## config.mk

```make
export PLATFORM = sky130hd
export DESIGN_NAME = fhr_front
export DESIGN_NICKNAME = d
export VERILOG_FILES = /design/src/hw/rtl/fhr_pkg.sv /design/src/hw/rtl/fhr_front.sv
export SDC_FILE = /design/constraint.sdc
export NUM_CORES = 2
export LEC_CHECK = 0
export BUFFER_PORTS_ARGS = -buffer_cell sky130_fd_sc_hd__clkbuf_2
export CAP_MARGIN = 5
export CORE_ASPECT_RATIO = 1.4
export CORE_MARGIN = 4
export CORE_UTILIZATION = 47
export CTS_BUF_LIST = sky130_fd_sc_hd__clkbuf_8
export DETAILED_ROUTE_END_ITERATION = 12
export HOLD_SLACK_MARGIN = 0.08
export PLACE_DENSITY_LB_ADDON = 0.3
export SYNTH_ARGS = -nofsm -noshare
export SYNTH_HDL_FRONTEND = slang
export SYNTH_SLANG_ARGS = --single-unit
```

## constraint.sdc

```tcl
create_clock -name i_clk -period 7.86 [get_ports i_clk]
set_clock_uncertainty 0.2 [all_clocks]
set_input_delay 1.572 -clock i_clk [delete_from_list [all_inputs] [get_ports i_clk]]
set_output_delay 1.572 -clock i_clk [all_outputs]
set_load 0.01 [all_outputs]
```

## src/hw/rtl/fhr_pkg.sv

```systemverilog
// Shared constants and the item type for the Feistel hash-to-range unit.
// No dependencies.
package fhr_pkg;

    localparam logic [63:0] GOLDEN64    = 64'h9e3779b97f4a7c15;
    localparam logic [31:0] GOLDEN32    = 32'h9e3779b9;
    localparam int          SHIFT_A     = 13;
    localparam int          SHIFT_B     = 27;
    localparam int          SHIFT_C     = 31;
    localparam int          DATA_W      = 64;
    localparam int          FIFO_DEPTH  = 8;
    localparam int          FIFO_AW     = $clog2(FIFO_DEPTH);
    localparam int          FRONT_STG   = 3;
    localparam int          BUSY_LEVEL  = FIFO_DEPTH - FRONT_STG;

    // Hashed transaction handed from the front part to the divider
    typedef struct packed {
        logic [DATA_W-1:0] mixed;
        logic [DATA_W-1:0] low;
        logic [DATA_W-1:0] span;
        logic              empty;
    } t_item;

endpackage

```

## src/hw/rtl/fhr_front.sv

```systemverilog
// Front part: accepts transactions, classifies empty ranges, runs the
// Feistel rounds and the xorshift mix. Depends on fhr_pkg.
module fhr_front (
    input  logic                        i_clk,
    input  logic                        i_rst_n,
    input  logic                        i_accept,
    input  logic [fhr_pkg::DATA_W-1:0]  i_seed_value,
    input  logic [fhr_pkg::DATA_W-1:0]  i_range_low,
    input  logic [fhr_pkg::DATA_W-1:0]  i_range_high,
    output logic                        o_push,
    output fhr_pkg::t_item              o_item
);

    logic                       r_v0, r_v1, r_v2;
    logic [31:0]                r_hi0, r_lo0, r_hi1, r_lo1;
    logic [fhr_pkg::DATA_W-1:0] r_low0, r_span0, r_low1, r_span1;
    logic                       r_emp0, r_emp1;
    fhr_pkg::t_item             r_item;
    logic [fhr_pkg::DATA_W-1:0] n_seed_x;
    logic [31:0]                n_prod0, n_prod1, n_hi1, n_lo2;
    logic [fhr_pkg::DATA_W-1:0] n_z;

    // Whiten the seed and split it
    assign n_seed_x = i_seed_value ^ fhr_pkg::GOLDEN64;
    // First round: high half takes the low half's product
    assign n_prod0  = r_lo0 * fhr_pkg::GOLDEN32;
    assign n_hi1    = r_hi0 ^ n_prod0;
    // Second round, then rejoin and mix
    assign n_prod1  = r_hi1 * fhr_pkg::GOLDEN32;
    assign n_lo2    = r_lo1 ^ n_prod1;
    always_comb begin
        logic [fhr_pkg::DATA_W-1:0] z;
        z   = {r_hi1, n_lo2};
        n_z = z ^ (z >> fhr_pkg::SHIFT_A) ^ (z >> fhr_pkg::SHIFT_B)
                ^ (z >> fhr_pkg::SHIFT_C);
    end

    // Advance the valid chain
    always_ff @(posedge i_clk) begin
        if (!i_rst_n) begin
            r_v0 <= 1'b0;
            r_v1 <= 1'b0;
            r_v2 <= 1'b0;
        end else begin
            r_v0 <= i_accept;
            r_v1 <= r_v0;
            r_v2 <= r_v1;
        end
    end

    // Hold payload per stage
    always_ff @(posedge i_clk) begin
        r_hi0         <= n_seed_x[63:32];
        r_lo0         <= n_seed_x[31:0];
        r_low0        <= i_range_low;
        r_span0       <= i_range_high - i_range_low;
        r_emp0        <= !($signed(i_range_low) < $signed(i_range_high));
        r_hi1         <= n_hi1;
        r_lo1         <= r_lo0;
        r_low1        <= r_low0;
        r_span1       <= r_span0;
        r_emp1        <= r_emp0;
        r_item.mixed  <= n_z;
        r_item.low    <= r_low1;
        r_item.span   <= r_span1;
        r_item.empty  <= r_emp1;
    end

    assign o_push = r_v2;
    assign o_item = r_item;

endmodule

```

==> run_summary.xml <==
<?xml version="1.0" encoding="UTF-8"?>
<metrics>
  <group name="yosys">
    <metric name="synth_commonest_cells" unit="">sky130_fd_sc_hd__inv_1 (917), sky130_fd_sc_hd__dfxtp_1 (582), sky130_fd_sc_hd__ha_1 (531)</metric>
    <metric name="post_synth_main_area_contributors" unit="">sky130_fd_sc_hd__dfxtp_1 (31%), sky130_fd_sc_hd__fa_1 (24%), sky130_fd_sc_hd__ha_1 (17%)</metric>
    <metric name="number_of_enable_type_register_cells_in_the_synthesized_netlist" unit="">0</metric>
    <metric name="ys_dominant_reg_cell" unit="">sky130_fd_sc_hd__dfxtp_1</metric>
    <metric name="synth_top_cell_area_share" unit="%">30.6</metric>
    <metric name="synthesis.instances" unit="">3495</metric>
    <metric name="mappedNetlistNets" unit="">4680</metric>
    <metric name="synthDominantAreaCellType" unit="">sky130_fd_sc_hd__dfxtp_1</metric>
    <metric name="postSynth.asyncResetShare" unit="%">0</metric>
    <metric name="post_synth.cell_area_avg" unit="um^2">10.9</metric>
    <metric name="ys.warnings.count" unit="">0</metric>
    <metric name="post-synth-top-count-cell" unit="">sky130_fd_sc_hd__inv_1</metric>
    <metric name="postSynthRegisterBits" unit="">582</metric>
    <metric name="ys_seq_area_share" unit="%">30.6</metric>
    <metric name="synth_area" unit="mm^2">0.0380</metric>
    <metric name="netlist-cell-type-count" unit="">79</metric>
  </group>
  <group name="layout">
    <metric name="layout.area.seq" unit="mm^2">0.0117</metric>
    <metric name="multi_input_comb_area" unit="mm^2">0.0228</metric>
    <metric name="finish.net_count" unit="">5174</metric>
    <metric name="instances_no_fill" unit="">5123</metric>
    <metric name="layout.cell_area.non_filler" unit="mm^2">0.0436</metric>
    <metric name="filler_instances" unit="">7284</metric>
    <metric name="final_layout_size_suffix_gt1_share" unit="%">15.5</metric>
    <metric name="layout-area-overhead-vs-synth" unit="%">14.6</metric>
  </group>
  <group name="placed_design">
    <metric name="buffer_ports.inserted" unit="">388</metric>
    <metric name="dpl.cell_count" unit="">4959</metric>
    <metric name="total_half_perimeter_wirelength_after_legalization_and_detailed_placement" unit="um">96600</metric>
    <metric name="placed_cell_area" unit="mm^2">0.0415</metric>
    <metric name="gp_congestion" unit="">1.04</metric>
  </group>
  <group name="critical_path">
    <metric name="r2r_setup_slack" unit="ns">0.40</metric>
    <metric name="timing.setup.critical_path_class" unit="">reg2reg</metric>
    <metric name="worst_setup_path_start_kind" unit="">flip-flop</metric>
    <metric name="reg2reg_to" unit="">o_item[129]$_DFF_P_</metric>
    <metric name="max_stage_delay" unit="ns">0.56</metric>
    <metric name="critPathCaptureType" unit="">flip-flop</metric>
    <metric name="crit_slowest_cell" unit="">sky130_fd_sc_hd__fa_1</metric>
    <metric name="r2r_start" unit="">r_hi1[4]$_DFF_P_</metric>
    <metric name="cp_data_arrival_time" unit="ns">7.90</metric>
    <metric name="timing.critical_path.required" unit="ns">8.30</metric>
    <metric name="cp_num_buf_inv" unit="">10</metric>
    <metric name="worst_r2r_path_depth" unit="">29</metric>
    <metric name="worst_path_dominant_cell_family" unit="">adder cells</metric>
    <metric name="crit_path_max_fanout" unit="">5</metric>
  </group>
  <group name="min_path">
    <metric name="hold_path.startpoint" unit="">r_low1[42]$_DFF_P_</metric>
    <metric name="hold_path_end" unit="">o_item[107]$_DFF_P_</metric>
    <metric name="hold_path.class" unit="">reg2reg</metric>
    <metric name="min_path_cells" unit="">0</metric>
  </group>
  <group name="global_route">
    <metric name="grt_antenna_before_repair" unit="">11</metric>
    <metric name="first_global_vias" unit="">27100</metric>
    <metric name="overflow" unit="">0</metric>
    <metric name="grt_first_pass_wirelength" unit="um">164000</metric>
    <metric name="grt_max_degree" unit="">16</metric>
    <metric name="grt_use_total" unit="%">26.4</metric>
  </group>
  <group name="routing">
    <metric name="drt_iter0_markers" unit="">1014</metric>
    <metric name="route.detailed.drc" unit="">0</metric>
    <metric name="route.antenna.remaining_nets" unit="">0</metric>
    <metric name="detail_route.wl_per_cell" unit="um">21.7</metric>
    <metric name="route.vias.total" unit="">24900</metric>
    <metric name="via_per_inst" unit="">4.86</metric>
    <metric name="drt_first_pass_iters" unit="">5</metric>
    <metric name="routed_wl" unit="um">111000</metric>
  </group>
  <group name="floorplanning">
    <metric name="io_pins" unit="">389</metric>
    <metric name="die_h" unit="um">345</metric>
    <metric name="initial_standard_cell_utilization_of_the_core" unit="%">47.3</metric>
    <metric name="placementRows" unit="">123</metric>
    <metric name="die_x" unit="um">248</metric>
    <metric name="core" unit="mm^2">0.0803</metric>
    <metric name="die_area" unit="mm^2">0.0856</metric>
  </group>
  <group name="outcome">
    <metric name="status" unit="">finished clean</metric>
  </group>
  <group name="timing">
    <metric name="final_worst_path_cycle_share" unit="%">94.9</metric>
    <metric name="tightestPinTransition" unit="ns">1.07</metric>
    <metric name="timing.fmax" unit="GHz">0.134</metric>
    <metric name="timing.slew.headroom" unit="%">28.3</metric>
    <metric name="setup_violations" unit="">0</metric>
    <metric name="period_needed" unit="ns">7.46</metric>
    <metric name="totalNegativeSetupSlack" unit="ns">0</metric>
    <metric name="rsz0062_at_grt" unit="">false</metric>
    <metric name="slew_viol_final" unit="">0</metric>
    <metric name="fin_worst_hold_slack" unit="ns">0.102</metric>
    <metric name="finalHoldViolCount" unit="">0</metric>
  </group>
  <group name="clock_network">
    <metric name="insertion_delay" unit="ns">0.74</metric>
    <metric name="numCtsBuffers" unit="">88</metric>
    <metric name="ctsLongestPathBuffers" unit="">3</metric>
    <metric name="cts_num_sinks" unit="">582</metric>
    <metric name="cts_max_level" unit="">3</metric>
    <metric name="clockRootBuffer" unit="">sky130_fd_sc_hd__clkbuf_8</metric>
    <metric name="tritoncts" unit="">built</metric>
    <metric name="worst_setup_hold_path_clk_slew" unit="ns">0.07</metric>
  </group>
  <group name="run">
    <metric name="timing.max_cap.violations" unit="">0</metric>
  </group>
</metrics>
[worst register-to-register path: cells and delay by family (launching register included)]
family / cells / cell delay, ns
buf+inv: 10 / 0.86
xor+xnor: 1 / 0.11
simple gates: 3 / 0.23
flops: 1 / 0.34
compound gates: 6 / 1.24
fa+ha+maj: 9 / 4.41
[per-layer routing]
metal  global-route usage, %  vias to the layer above  share of wire, %
met5                       0                        -             0.012
met4                    18.2                        2               8.2
met3                    4.51                      308               4.7
met2                    49.0                      739                54
met1                    26.5                    12100                33
li1                        -                    11700                 -
[flip-flops by register name, indices dropped and copies added (netlist names)]
signal,count
r_span1,64
r_lo1,32
r_hi1,32
o_push,1
r_lo0,32
r_emp0,1
r_low0,64
r_hi0,32
o_item,193
r_low1,64
r_v1,1
r_v0,1
r_emp1,1
r_span0,64
[cell families (layout without fill, tap and decap cells)]
kind of cell / count (synthesis) / count (layout) / share of synthesized area (%)
DFF: 582 / 582 / 30.6
muxes: 1 / 1 / 0.0263
buffers and inverters: 954 / 1514 / 9.47
adders and majority gates: 990 / 990 / 41.6
other: 0 / 6 / 0
AOI/OAI and AO/OA: 360 / 360 / 6.46
xor gates and xnor gates: 362 / 362 / 8.49
and+or+nand+nor: 246 / 246 / 3.27
[placed cells by master (no fill, tap or decap), types with 4 or more instances in the layout]
cell type / synthesis / final
sky130_fd_sc_hd__o21ai_0: 37 / 37
sky130_fd_sc_hd__buf_4: 0 / 53
sky130_fd_sc_hd__and3_1: 14 / 14
sky130_fd_sc_hd__nor2b_1: 13 / 13
sky130_fd_sc_hd__o21ai_1: 12 / 12
sky130_fd_sc_hd__nor3_1: 16 / 16
sky130_fd_sc_hd__nor4_1: 5 / 5
sky130_fd_sc_hd__xnor2_1: 273 / 273
sky130_fd_sc_hd__clkinv_2: 0 / 11
sky130_fd_sc_hd__diode_2: 0 / 6
sky130_fd_sc_hd__xor2_1: 83 / 83
sky130_fd_sc_hd__a31o_2: 5 / 5
sky130_fd_sc_hd__ha_1: 531 / 530
sky130_fd_sc_hd__a211o_1: 5 / 5
sky130_fd_sc_hd__and2_1: 13 / 13
sky130_fd_sc_hd__clkbuf_8: 0 / 111
sky130_fd_sc_hd__nand2_1: 66 / 66
sky130_fd_sc_hd__a21o_1: 65 / 65
sky130_fd_sc_hd__a31oi_1: 16 / 16
sky130_fd_sc_hd__fa_1: 459 / 459
sky130_fd_sc_hd__dfxtp_1: 582 / 581
sky130_fd_sc_hd__a211oi_1: 7 / 7
sky130_fd_sc_hd__o211ai_1: 9 / 9
sky130_fd_sc_hd__o21bai_1: 19 / 19
sky130_fd_sc_hd__a21oi_2: 3 / 4
sky130_fd_sc_hd__o31ai_1: 4 / 4
sky130_fd_sc_hd__a2111oi_0: 4 / 4
sky130_fd_sc_hd__clkbuf_2: 0 / 388
sky130_fd_sc_hd__nand3_1: 19 / 19
sky130_fd_sc_hd__nand2b_1: 10 / 10
sky130_fd_sc_hd__bufinv_16: 0 / 7
sky130_fd_sc_hd__nor2_1: 52 / 52
sky130_fd_sc_hd__xnor2_2: 5 / 5
sky130_fd_sc_hd__nand4_1: 17 / 17
sky130_fd_sc_hd__a21oi_1: 110 / 109
sky130_fd_sc_hd__o22ai_1: 4 / 4
sky130_fd_sc_hd__inv_1: 917 / 934
sky130_fd_sc_hd__a221o_1: 4 / 4
sky130_fd_sc_hd__o21a_1: 17 / 17
[timing repair]
| action | in CTS | in global routing |
|---|---|---|
| endpoints found under the setup margin | 0 | 9 |
| buffers inserted | 0 | 2 |
| resized for setup | 0 | 5 |
| hold buffers | 0 | 0 |
[final cells by class]
| class | count | share of cell area, % |
|---|---|---|
| sequential | 582 | 26.7 |
| tap | 1062 | 3.05 |
| antenna | 6 | 0.0345 |
| clock buffer | 111 | 3.51 |
| timing repair buffer | 441 | 5.37 |
| clock inverter | 45 | 1.05 |
| inverter | 917 | 7.90 |
| multi-input combinational | 1959 | 52.3 |
[metrics by stage]
stage | setup slack [ns] | utilization (%)
after floorplan | 0.370 | -
after global placement | 0.139 | 51.7
after detailed placement | 0.108 | 51.7
after CTS | 0.0656 | 54.1
final | 0.400 | 54.2
after global routing | 0.0504 | 54.2
[worst max path at each step]
| stage | from | endpoint | slack [ns] | cells after the start |
|---|---|---|---|---|
| 5_1_grt | r_hi1[5]$_DFF_P_ | o_item[129]$_DFF_P_ | 0.05 | 29 |
| 3_5_place_dp | r_hi1[5]$_DFF_P_ | o_item[160]$_DFF_P_ | 0.11 | 27 |
| 2_1_floorplan | r_hi1[4]$_DFF_P_ | o_item[129]$_DFF_P_ | 0.37 | 28 |
| 3_3_place_gp | r_hi1[4]$_DFF_P_ | o_item[147]$_DFF_P_ | 0.14 | 27 |
| 4_1_cts | r_hi1[5]$_DFF_P_ | o_item[129]$_DFF_P_ | 0.07 | 27 |
| 6_report | r_hi1[4]$_DFF_P_ | o_item[129]$_DFF_P_ | 0.40 | 29 |
Power is not shown: default switching activity piles up to over one toggle a cycle in this logic, so the estimate is an artifact.
